File: src/design/clcg_pkg.sv
`default_nettype none

package clcg_pkg;

  // generator constants
  localparam logic [63:0] MUL64 = 64'd2147001325;
  localparam logic [63:0] ADD64 = 64'd715136305;
  localparam logic [31:0] MUL32 = 32'd1579544716;
  localparam logic [30:0] MOD31 = 31'h7fff_ffff;

  // request codes on the input word
  typedef enum logic [1:0] {
    REQ_SEED     = 2'd0,
    REQ_GEN      = 2'd1,
    REQ_SEEK_FWD = 2'd2,
    REQ_SEEK_BWD = 2'd3
  } req_e;

  // controller states
  typedef enum logic [3:0] {
    ST_IDLE,
    ST_PREP,
    ST_SEED,
    ST_SETUP,
    ST_GEN_BIG,
    ST_GEN_SMALL,
    ST_J64_VAL,
    ST_J64_ADD,
    ST_J64_SQR,
    ST_J31_VAL,
    ST_J31_ADD,
    ST_J31_SQR,
    ST_J31_FIN
  } state_e;

  // operand set and destination of one multiply-add
  typedef enum logic [2:0] {
    OP_GEN,
    OP_VAL64,
    OP_ADD64,
    OP_SQR64,
    OP_VAL31,
    OP_ADD31,
    OP_SQR31,
    OP_SMALL
  } opsel_e;

  // which 32x32 partial product
  typedef enum logic [1:0] {
    PP_LL,
    PP_LH,
    PP_HL
  } part_e;

  // controller to datapath
  typedef struct packed {
    logic   load;
    logic   prep;
    logic   seed;
    logic   setup;
    logic   backward;
    opsel_e opsel;
    logic   mul_en;
    part_e  part;
    logic   acc_init;
    logic   acc_add;
    logic   wb;
    logic   shift64;
    logic   shift31;
    logic   fin31;
  } cmd_t;

  // datapath to controller
  typedef struct packed {
    logic d64_lsb;
    logic d64_last;
    logic d31_lsb;
    logic d31_last;
    logic skip31;
  } stat_t;

endpackage

`default_nettype wire

File: src/design/clcg_dpath.sv
`default_nettype none

module clcg_dpath import clcg_pkg::*; (
  input  logic        clk_i,
  input  logic        rst_ni,
  input  cmd_t        cmd_i,
  input  logic [63:0] operand_value_i,
  output stat_t       stat_o,
  output logic [31:0] random_word_o
);

  // reduce a value below 3*2^31 modulo 2^31-1
  function automatic logic [30:0] red31(input logic [32:0] s);
    logic [31:0] f;
    f = {1'b0, s[30:0]} + {30'd0, s[32:31]};
    if (f >= {1'b0, MOD31}) begin
      f = f - {1'b0, MOD31};
    end
    return f[30:0];
  endfunction

  logic [63:0] big_q, big_d;
  logic [31:0] small_q, small_d;
  logic [63:0] op_q, op_d;
  logic [32:0] fold_q, fold_d;
  logic [63:0] dist64_q, dist64_d;
  logic [63:0] m64_q, m64_d;
  logic [63:0] a64_q, a64_d;
  logic [30:0] dist31_q, dist31_d;
  logic [30:0] v31_q, v31_d;
  logic [30:0] m31_q, m31_d;
  logic [30:0] a31_q, a31_d;
  logic        skip31_q, skip31_d;
  logic [63:0] prod_q, prod_d;
  logic [63:0] acc_q, acc_d;
  logic [31:0] word_q, word_d;

  logic [63:0] x, y, z;
  logic [31:0] ma, mb;
  logic [63:0] mul_out;
  logic [63:0] res64;
  logic [30:0] res31;
  logic [31:0] snew;
  logic [31:0] word_sum;
  logic [30:0] op_mod;
  logic [30:0] seed_hi;
  logic [31:0] seed_small;

  // operand select per multiply-add
  always_comb begin
    x = '0;
    y = '0;
    z = '0;
    unique case (cmd_i.opsel)
      OP_GEN: begin
        x = big_q;
        y = MUL64;
        z = ADD64;
      end
      OP_VAL64: begin
        x = big_q;
        y = m64_q;
        z = a64_q;
      end
      OP_ADD64: begin
        x = a64_q;
        y = m64_q;
        z = a64_q;
      end
      OP_SQR64: begin
        x = m64_q;
        y = m64_q;
      end
      OP_VAL31: begin
        x = {33'd0, v31_q};
        y = {33'd0, m31_q};
        z = {33'd0, a31_q};
      end
      OP_ADD31: begin
        x = {33'd0, a31_q};
        y = {33'd0, m31_q};
        z = {33'd0, a31_q};
      end
      OP_SQR31: begin
        x = {33'd0, m31_q};
        y = {33'd0, m31_q};
      end
      OP_SMALL: begin
        x = {32'd0, small_q};
        y = {32'd0, MUL32};
      end
    endcase
  end

  // shared 32x32 multiplier
  always_comb begin
    case (cmd_i.part)
      PP_LH: begin
        ma = x[31:0];
        mb = y[63:32];
      end
      PP_HL: begin
        ma = x[63:32];
        mb = y[31:0];
      end
      default: begin
        ma = x[31:0];
        mb = y[31:0];
      end
    endcase
  end

  assign mul_out = {32'd0, ma} * {32'd0, mb};

  // results built from the registered product
  assign res64    = acc_q + {prod_q[31:0], 32'd0};
  assign res31    = red31({2'b00, prod_q[30:0]} + {2'b00, prod_q[61:31]} + {2'b00, z[30:0]});
  assign snew     = {1'b0, prod_q[30:0]} + {1'b0, prod_q[63:33]} + 32'd1;
  assign word_sum = big_q[63:32] + snew;

  // operand modulo 2^31-1 from the folded sum
  assign op_mod     = red31(fold_q);
  assign seed_hi    = op_q[62:32];
  assign seed_small = (seed_hi != MOD31) ? {1'b0, seed_hi} : {1'b0, op_mod};

  // next state of all datapath registers
  always_comb begin
    big_d    = big_q;
    small_d  = small_q;
    op_d     = op_q;
    fold_d   = fold_q;
    dist64_d = dist64_q;
    m64_d    = m64_q;
    a64_d    = a64_q;
    dist31_d = dist31_q;
    v31_d    = v31_q;
    m31_d    = m31_q;
    a31_d    = a31_q;
    skip31_d = skip31_q;
    prod_d   = prod_q;
    acc_d    = acc_q;
    word_d   = word_q;

    if (cmd_i.load) begin
      op_d = operand_value_i;
    end

    // 2^31 is 1 modulo 2^31-1, so the 31-bit chunks just add up
    if (cmd_i.prep) begin
      fold_d = {2'b00, op_q[30:0]} + {2'b00, op_q[61:31]} + {31'd0, op_q[63:62]};
    end

    if (cmd_i.seed) begin
      big_d   = op_q;
      small_d = seed_small;
    end

    // seek setup: jump distances and starting coefficients
    if (cmd_i.setup) begin
      m64_d = MUL64;
      a64_d = ADD64;
      v31_d = red31({1'b0, small_q});
      m31_d = MUL32[30:0];
      a31_d = 31'd1;
      if (cmd_i.backward) begin
        dist64_d = 64'd0 - op_q;
        dist31_d = (op_mod == 31'd0) ? 31'd0 : MOD31 - op_mod;
        skip31_d = (op_q == {33'd0, MOD31});
      end else begin
        dist64_d = op_q;
        dist31_d = op_mod;
        skip31_d = 1'b0;
      end
    end

    if (cmd_i.mul_en) begin
      prod_d = mul_out;
    end

    if (cmd_i.acc_init) begin
      acc_d = prod_q + z;
    end else if (cmd_i.acc_add) begin
      acc_d = acc_q + {prod_q[31:0], 32'd0};
    end

    if (cmd_i.shift64) begin
      dist64_d = {1'b0, dist64_q[63:1]};
    end
    if (cmd_i.shift31) begin
      dist31_d = {1'b0, dist31_q[30:1]};
    end

    if (cmd_i.fin31) begin
      small_d = {1'b0, v31_q};
    end

    // write back the finished multiply-add
    if (cmd_i.wb) begin
      unique case (cmd_i.opsel) inside
        OP_GEN, OP_VAL64: big_d = res64;
        OP_ADD64:         a64_d = res64;
        OP_SQR64:         m64_d = res64;
        OP_VAL31:         v31_d = res31;
        OP_ADD31:         a31_d = res31;
        OP_SQR31:         m31_d = res31;
        OP_SMALL: begin
          small_d = snew;
          word_d  = word_sum;
        end
      endcase
    end
  end

  // generator state
  always_ff @(posedge clk_i or negedge rst_ni) begin
    if (!rst_ni) begin
      big_q   <= '0;
      small_q <= '0;
    end else begin
      big_q   <= big_d;
      small_q <= small_d;
    end
  end

  // working registers
  always_ff @(posedge clk_i) begin
    op_q     <= op_d;
    fold_q   <= fold_d;
    dist64_q <= dist64_d;
    m64_q    <= m64_d;
    a64_q    <= a64_d;
    dist31_q <= dist31_d;
    v31_q    <= v31_d;
    m31_q    <= m31_d;
    a31_q    <= a31_d;
    skip31_q <= skip31_d;
    prod_q   <= prod_d;
    acc_q    <= acc_d;
    word_q   <= word_d;
  end

  // status for the controller
  assign stat_o.d64_lsb  = dist64_q[0];
  assign stat_o.d64_last = (dist64_q[63:1] == 63'd0);
  assign stat_o.d31_lsb  = dist31_q[0];
  assign stat_o.d31_last = (dist31_q[30:1] == 30'd0);
  assign stat_o.skip31   = skip31_q;

  assign random_word_o = word_q;

endmodule

`default_nettype wire

File: src/design/clcg_ctrl.sv
`default_nettype none

module clcg_ctrl import clcg_pkg::*; (
  input  logic       clk_i,
  input  logic       rst_ni,
  input  logic       in_valid_i,
  input  logic [1:0] req_type_i,
  output logic       in_ready_o,
  output logic       out_valid_o,
  input  logic       out_ready_i,
  input  stat_t      stat_i,
  output cmd_t       cmd_o
);

  state_e     state_q, state_d;
  logic [1:0] ph_q, ph_d;
  req_e       req_q, req_d;
  logic       out_valid_q, out_valid_d;

  logic       is64;
  logic       done;
  logic       run;
  logic       out_free;
  logic       in_ready;
  cmd_t       cmd;

  // state, phase, request and output flag
  always_ff @(posedge clk_i or negedge rst_ni) begin
    if (!rst_ni) begin
      state_q     <= ST_IDLE;
      ph_q        <= '0;
      req_q       <= REQ_SEED;
      out_valid_q <= 1'b0;
    end else begin
      state_q     <= state_d;
      ph_q        <= ph_d;
      req_q       <= req_d;
      out_valid_q <= out_valid_d;
    end
  end

  // 64-bit products take four phases, all others two
  assign is64 = (state_q == ST_GEN_BIG) || (state_q == ST_J64_VAL) ||
                (state_q == ST_J64_ADD) || (state_q == ST_J64_SQR);
  assign done = (ph_q == (is64 ? 2'd3 : 2'd1));
  assign out_free = ~out_valid_q | out_ready_i;

  // next state and commands
  always_comb begin
    state_d     = state_q;
    ph_d        = ph_q;
    req_d       = req_q;
    out_valid_d = out_valid_q & ~out_ready_i;
    cmd         = '0;
    in_ready    = 1'b0;
    run         = 1'b0;

    unique case (state_q)
      ST_IDLE: begin
        in_ready = 1'b1;
        if (in_valid_i) begin
          cmd.load = 1'b1;
          req_d    = req_e'(req_type_i);
          state_d  = (req_e'(req_type_i) == REQ_GEN) ? ST_GEN_BIG : ST_PREP;
        end
      end
      ST_PREP: begin
        cmd.prep = 1'b1;
        state_d  = (req_q == REQ_SEED) ? ST_SEED : ST_SETUP;
      end
      ST_SEED: begin
        cmd.seed = 1'b1;
        state_d  = ST_IDLE;
      end
      ST_SETUP: begin
        cmd.setup    = 1'b1;
        cmd.backward = (req_q == REQ_SEEK_BWD);
        state_d      = ST_J64_VAL;
      end
      ST_GEN_BIG: begin
        cmd.opsel = OP_GEN;
        run       = 1'b1;
        if (done) begin
          cmd.wb  = 1'b1;
          state_d = ST_GEN_SMALL;
        end
      end
      ST_GEN_SMALL: begin
        cmd.opsel = OP_SMALL;
        run       = 1'b1;
        // the word lands only once the output register is free
        if (done && out_free) begin
          cmd.wb      = 1'b1;
          out_valid_d = 1'b1;
          state_d     = ST_IDLE;
        end
      end
      ST_J64_VAL: begin
        cmd.opsel = OP_VAL64;
        run       = stat_i.d64_lsb;
        if (!stat_i.d64_lsb || done) begin
          cmd.wb      = stat_i.d64_lsb;
          cmd.shift64 = 1'b1;
          if (!stat_i.d64_last) begin
            state_d = ST_J64_ADD;
          end else if (stat_i.skip31) begin
            state_d = ST_IDLE;
          end else begin
            state_d = ST_J31_VAL;
          end
        end
      end
      ST_J64_ADD: begin
        cmd.opsel = OP_ADD64;
        run       = 1'b1;
        if (done) begin
          cmd.wb  = 1'b1;
          state_d = ST_J64_SQR;
        end
      end
      ST_J64_SQR: begin
        cmd.opsel = OP_SQR64;
        run       = 1'b1;
        if (done) begin
          cmd.wb  = 1'b1;
          state_d = ST_J64_VAL;
        end
      end
      ST_J31_VAL: begin
        cmd.opsel = OP_VAL31;
        run       = stat_i.d31_lsb;
        if (!stat_i.d31_lsb || done) begin
          cmd.wb      = stat_i.d31_lsb;
          cmd.shift31 = 1'b1;
          state_d     = stat_i.d31_last ? ST_J31_FIN : ST_J31_ADD;
        end
      end
      ST_J31_ADD: begin
        cmd.opsel = OP_ADD31;
        run       = 1'b1;
        if (done) begin
          cmd.wb  = 1'b1;
          state_d = ST_J31_SQR;
        end
      end
      ST_J31_SQR: begin
        cmd.opsel = OP_SQR31;
        run       = 1'b1;
        if (done) begin
          cmd.wb  = 1'b1;
          state_d = ST_J31_VAL;
        end
      end
      ST_J31_FIN: begin
        cmd.fin31 = 1'b1;
        state_d   = ST_IDLE;
      end
      default: begin
        state_d = ST_IDLE;
      end
    endcase

    // partial products and phase count of a running multiply-add
    if (run) begin
      case (ph_q)
        2'd0: begin
          cmd.mul_en = 1'b1;
          cmd.part   = PP_LL;
        end
        2'd1: begin
          if (is64) begin
            cmd.mul_en   = 1'b1;
            cmd.part     = PP_LH;
            cmd.acc_init = 1'b1;
          end
        end
        2'd2: begin
          cmd.mul_en  = 1'b1;
          cmd.part    = PP_HL;
          cmd.acc_add = 1'b1;
        end
        default: ;
      endcase
      if (state_d != state_q) begin
        ph_d = '0;
      end else if (!done) begin
        ph_d = ph_q + 2'd1;
      end
    end
  end

  assign in_ready_o  = in_ready;
  assign out_valid_o = out_valid_q;
  assign cmd_o       = cmd;

endmodule

`default_nettype wire

File: src/design/combined_lcg96_prng_with_seek_core.sv
// Combined 96-bit LCG random generator with seek.
// Input channel (in_valid_i/in_ready_o) carries one word: req_type_i and
// operand_value_i. Seed loads both generator states from operand_value_i,
// generate advances them and returns one random_word_o, seek forward and
// seek backward jump both states by operand_value_i steps.
// Only generate returns a word, on the output channel (out_valid_o/out_ready_i).
// Steps of each request, all products on one shared 32x32 multiplier:
//   generate: a 64-bit multiply-add on the 64-bit state, then a 32-bit one
//   seed: operand fold, then load of both states
//   seek: fold and setup, then per bit of the 64-bit distance a multiply-add
//   into the state if the bit is set, then add and square steps, and the same
//   per bit of the 31-bit distance; the top bit of each skips add and square,
//   plus one closing step for the 31-bit jump
// in_ready_o is high only while no word is in work.
// The result sits in an output register: while the receiver stalls, the block
// keeps taking seeds and seeks; a generate then waits at its last step until
// the output register is taken.
// Reset clears both generator states to zero and drops out_valid_o.
`default_nettype none

module combined_lcg96_prng_with_seek_core import clcg_pkg::*; (
  input  logic        clk_i,
  input  logic        rst_ni,
  input  logic        in_valid_i,
  output logic        in_ready_o,
  input  logic [1:0]  req_type_i,
  input  logic [63:0] operand_value_i,
  output logic        out_valid_o,
  input  logic        out_ready_i,
  output logic [31:0] random_word_o
);

  cmd_t  cmd;
  stat_t stat;

  // sequencer
  clcg_ctrl u_ctrl (
    .clk_i       (clk_i),
    .rst_ni      (rst_ni),
    .in_valid_i  (in_valid_i),
    .req_type_i  (req_type_i),
    .in_ready_o  (in_ready_o),
    .out_valid_o (out_valid_o),
    .out_ready_i (out_ready_i),
    .stat_i      (stat),
    .cmd_o       (cmd)
  );

  // state, jump registers and multiplier
  clcg_dpath u_dpath (
    .clk_i           (clk_i),
    .rst_ni          (rst_ni),
    .cmd_i           (cmd),
    .operand_value_i (operand_value_i),
    .stat_o          (stat),
    .random_word_o   (random_word_o)
  );

`ifndef SYNTHESIS
  // an accepted word always leaves the idle state
  assert property (@(posedge clk_i) disable iff (!rst_ni)
    (in_valid_i && in_ready_o) |=> !in_ready_o)
    else $error("input still ready right after an accepted word");

  // a new word appears only as the generate finishes and the block goes idle
  assert property (@(posedge clk_i) disable iff (!rst_ni)
    $rose(out_valid_o) |-> in_ready_o)
    else $error("output word raised while busy");

  // seed and seek requests never raise an output word
  assert property (@(posedge clk_i) disable iff (!rst_ni)
    (in_valid_i && in_ready_o && (req_e'(req_type_i) != REQ_GEN)) |=> !$rose(out_valid_o))
    else $error("output word after a seed or seek request");

  // the datapath never writes back and starts a product in the same step
  assert property (@(posedge clk_i) disable iff (!rst_ni)
    cmd.wb |-> !cmd.mul_en)
    else $error("write back overlaps a multiply");
`endif

endmodule

`default_nettype wire
File: config.mk
export PLATFORM = sky130hd
export DESIGN_NAME = combined_lcg96_prng_with_seek_core
export DESIGN_NICKNAME = d
export VERILOG_FILES = /design/src/design/clcg_pkg.sv /design/src/design/clcg_dpath.sv /design/src/design/clcg_ctrl.sv /design/src/design/combined_lcg96_prng_with_seek_core.sv
export SDC_FILE = /design/constraint.sdc
export NUM_CORES = 2
export LEC_CHECK = 0
export BUFFER_PORTS_ARGS = -buffer_cell sky130_fd_sc_hd__buf_2
export CELL_PAD_IN_SITES_DETAIL_PLACEMENT = 1
export CELL_PAD_IN_SITES_GLOBAL_PLACEMENT = 1
export CORE_MARGIN = 4
export CORE_UTILIZATION = 56
export CTS_BUF_LIST = sky130_fd_sc_hd__clkbuf_8
export CTS_CLUSTER_SIZE = 28
export DETAILED_ROUTE_END_ITERATION = 12
export GPL_ROUTABILITY_DRIVEN = 0
export GPL_TIMING_DRIVEN = 1
export PLACE_DENSITY = 0.95
export REMOVE_ABC_BUFFERS = 1
export SYNTH_ARGS = -nofsm -noshare
export SYNTH_HDL_FRONTEND = slang
export SYNTH_SLANG_ARGS = --single-unit
File: constraint.sdc
create_clock -name clk_i -period 24.2 [get_ports clk_i]
set_clock_uncertainty 0.2 [all_clocks]
set_input_delay 3.63 -clock clk_i [delete_from_list [all_inputs] [get_ports clk_i]]
set_output_delay 3.63 -clock clk_i [all_outputs]
set_load 0.01 [all_outputs]
==> run summary, run 1 <==
First Err: [ERROR GRT-0232] Routing congestion too high. Check the congestion heatmap in the GUI.
Initial antenna violation count: 94
GRT Util Overall: 71.0%
Setup Buffers After CTS: 0
I/O pin cnt: 104
DIE HEIGHT: 385 um
Largest net degree at the start of global routing: 129
Detail Placement HPWL: 295 mm
Top post-synthesis cells by area: fa_1 (23%), edfxtp_1 (13%), ha_1 (8.3%)
Die width: 385 um
YS warnings: 0
Cell count after synthesis: 9306
CTS root buf: clkbuf_8
GRT Residual Overflow: 160
Status: stopped before the end
H-tree depth: 3
Initial core utilization: 56.4%
Dpl ws: 9.54 ns
Sequential fraction of the synthesis area: 22.1%
Post-synth EDFFs: 351
Mapped Area: 0.0797 mm^2
Cts repair resizes: 0
Synth area leader: fa_1
Sink Count: 679
Post-synth top area share: 22.8%
Cts hold-fix bufs: 0
PortBufs: 103
Stopping stage: global routing
Asr flop ratio synth: 15.5%
Synth Flop Type: edfxtp_1
Flop and latch count out of synthesis: 679
Yosys cell types: 103
Site Rows: 138
Syn_area_per_cell: 8.56 um^2
CTS buffer count: 117
CTS max path bufs: 3
## per-layer routing
metal	global-route usage (%)	GRT overflow
met1	69.5	3
met2	84.5	76
met3	60.6	10
met4	69.7	71
met5	38.1	0
## kinds of logic after synthesis
logic type,after synthesis,synth area share [%]
simple gates,3223,18.0
mux,81,1.03
buf+inv,1557,7.38
flops,679,22.1
xor+xnor,444,4.90
fa+ha+maj,1436,31.1
compound gates,1886,15.5
## metrics by stage
stage	cells	cell area [um^2]	util [%]
after CTS	11189	85000	60.1
after detailed placement	10965	82300	58.2
after global placement	10965	82300	58.2
after floorplan	8814	77800	-
## cell usage after synthesis, drive strengths merged, types with 17 or more instances
| library cell | count |
|---|---|
| nand2 | 1263 |
| inv | 1064 |
| nor2 | 1003 |
| fa | 906 |
| o21ai | 573 |
| ha | 530 |
| clkbuf | 437 |
| a21oi | 385 |
| edfxtp | 351 |
| xnor2 | 266 |
| nand3 | 231 |
| dfxtp | 223 |
| xor2 | 178 |
| a21o | 157 |
| nor3 | 119 |
| dfrtp | 105 |
| nand2b | 103 |
| a31oi | 102 |
| a222oi | 94 |
| and3 | 90 |
| nand4 | 82 |
| o21a | 79 |
| mux2i | 73 |
| nor4 | 60 |
| nor2b | 58 |
| buf | 55 |
| o211ai | 51 |
| and2 | 46 |
| o31ai | 44 |
| o21bai | 43 |
| a211oi | 41 |
| a22o | 35 |
| or3 | 35 |
| o22a | 31 |
| or2 | 30 |
| o22ai | 29 |
| nor3b | 21 |
| a221o | 20 |
| and4 | 20 |
| or4 | 17 |
==> inputs of run 2 (changes only) <==
Settings changed: CELL_PAD_IN_SITES_DETAIL_PLACEMENT 1 to unset, CELL_PAD_IN_SITES_GLOBAL_PLACEMENT 1 to unset, CORE_UTILIZATION 56 to 40, CTS_BUF_LIST sky130_fd_sc_hd__clkbuf_8 to unset, CTS_CLUSTER_SIZE 28 to unset, PLACE_DENSITY 0.95 to unset, PLACE_DENSITY_LB_ADDON set to 0.15.
==> run 2 against run 1 <==
  * The run now ends clean
  * Synthesized area unchanged
  * Synthesized cell count did not move
==> run summary, run 2 <==
Detail Placement HPWL: 253 mm
Initial drt markers: 9573
Most common cell after layout, fill and taps aside: nand2_1
Post-Synth Adder-Cell Area: 31.1%
Initial core utilization: 40.3%
Initial antenna violation count: 16
Crit Path Class: reg -> reg
Max Fanout on Critical Path: 60
Max Clock Freq: 0.0714 GHz
Site Rows: 163
Final period utilization: 57.8%
Layout area overhead: 8.19%
Peak per-stage delay on the critical path: 0.85 ns
Setup TNS: 0 ns
1st-pass router iterations: 9
Post-synth top area share: 22.8%
R2R cell count: 42
Main combinational cell family by area after synthesis: adder cells
Later-pin clock latency in the skew report: 0.74 ns
Reg2reg start: u_ctrl.state_q[2]
Portion of netlist area occupied by mux cells: 1.03%
Slew headroom: 10.8%
Via density: 6.04
Drt drc: 0
Non-Filler Instances: 11885
Share of cells above drive strength 1: 6.20%
Asr flop ratio synth: 15.5%
Global-route wire length before repair: 480 mm
# Max-Cap Violations: 0
Die width: 454 um
Cts hold-fix bufs: 0
Vias in the first global route: 69450
Synth area leader: fa_1
Hold depth: 2
Post-Synth XOR/XNOR Area: 4.90%
Sink Count: 679
Reg2reg end: u_dpath.prod_q[61]
Routed Antenna Nets: 0
Worst setup EP type: flop
Reg clk slew, reported paths: 0.06 ns
Mapped Area: 0.0797 mm^2
I/O pin cnt: 104
Post-Synth Simple-Gate Area: 18.0%
Commonest cells post-synth: nand2_1 (1263), inv_1 (1064), nor2_1 (1000)
Largest net degree at the start of global routing: 107
Slew Viols, Final: 0
Tmin final: 14.00 ns
CTS tree: done
Worst Path Required: 24.47 ns
Hold wc startpoint: u_dpath.a64_q[58]
Startpoint Class: flop
Cell mode on critical path: fa_1
Buffers and inverters on the worst path: 10
Post-synth EDFFs: 351
Setup-failing EPs final: 0
WL per Instance: 27.9 um
GRT Util Overall: 31.5%
CTS buffer count: 83
Commonest non-fill, non-tap cells in the layout: nand2_1 (1256), inv_1 (1061), nor2_1 (988)
Final Hold Viols: 0
CTS root buf: clkbuf_16
Routed WL: 331 mm
Die ar.: 0.206 mm^2
Yosys cell types: 103
DIE HEIGHT: 454 um
Core area: 0.198 mm^2
Top post-synthesis cells by area: fa_1 (23%), edfxtp_1 (13%), ha_1 (8.3%)
RSZ-0062 raised after global routing: false
Syn_area_per_cell: 8.56 um^2
H-tree depth: 3
Status: finished clean
Sequential fraction of the synthesis area: 22.1%
Worst Hold Class: reg -> reg
YS warnings: 0
Worst-margin pin slew: 1.33 ns
Crit-path slowest cell: a22o_1
Top Family by Delay on Critical Path: adder cells
Synth Area in Compound Gates: 15.5%
Flop and latch count out of synthesis: 679
Post-layout util: 43.6%
Worst path arrival time: 14.27 ns
Hold Slack: 0.272 ns
DR vias: 71733
Worst Hold Path EP: u_dpath.a64_q[58]
Cts repair resizes: 0
Internal reg-to-reg setup slack: 10.20 ns
GRT Residual Overflow: 0
Nets: 10681
PortBufs: 103
Setup Buffers After CTS: 0
Cell count after synthesis: 9306
Synth Flop Type: edfxtp_1
Most common cell in the netlist: nand2_1
CTS max path bufs: 3
Cells after DPL: 11730
-- run 2: area by class of cell --
| type | count | area, um^2 |
|---|---|---|
| Multi-Input combinational cell | 7070 | 56700 |
| Tap cell | 2640 | 3300 |
| Clock buffer | 108 | 2230 |
| Sequential cell | 679 | 17600 |
| Clock inverter | 45 | 480 |
| Antenna cell | 2 | 5.00 |
| Inverter | 1065 | 4000 |
| Fill cell | 19692 | 112000 |
| Timing Repair Buffer | 276 | 1820 |
-- run 2: how the worst max path moves through the flow --
stage | startpoint | to | slack [ns] | depth (start not counted)
after global placement | u_ctrl.state_q[2] | u_dpath.prod_q[61] | 10.48 | 42
after global routing | u_ctrl.state_q[2] | u_dpath.prod_q[61] | 9.61 | 42
after floorplan | u_ctrl.state_q[2] | u_dpath.prod_q[61] | 7.69 | 32
after detailed placement | u_ctrl.state_q[2] | u_dpath.prod_q[61] | 10.48 | 42
final | u_ctrl.state_q[2] | u_dpath.prod_q[61] | 10.20 | 42
after CTS | u_ctrl.state_q[2] | u_dpath.prod_q[61] | 10.42 | 42
-- run 2: routing by layer --
layer / share of wire [%] / routed length [um] / global-route usage, %
met2: 42 / 139000 / 46.7
met4: 6.8 / 22500 / 17.4
met5: 0.025 / 84 / 0.257
met1: 40 / 133000 / 42.4
met3: 11 / 35800 / 7.66
-- run 2: per-stage QoR --
stage                     instance area, um^2  setup slack, ns
after floorplan                         77800             7.69
after global placement                  83500            10.48
after detailed placement                83500            10.48
after CTS                               86200            10.42
after global routing                    86200             9.61
final                                   86200            10.20
-- run 2: logic make-up (layout without fill, tap and decap cells) --
family,Yosys count,count (layout)
DFF,679,679
xor gates and xnor gates,444,444
and+or+nand+nor,3223,3223
buffers and inverters,1557,1494
adders and majority gates,1436,1436
other,0,2
AOI/OAI and AO/OA,1886,1886
muxes,81,81
-- run 2: worst register-to-register path: cells and delay by family, from the launching register on --
family                     cells  cell delay, ns
AOI/OAI and AO/OA             14            3.97
xor gates and xnor gates       1            0.08
adders and majority gates      9            4.05
buffers and inverters         10            2.53
DFF                            1            0.63
and+or+nand+nor                8            2.27
Power of run 2 is not shown: default switching activity piles up to over one toggle a cycle in this logic, so the estimate is an artifact.
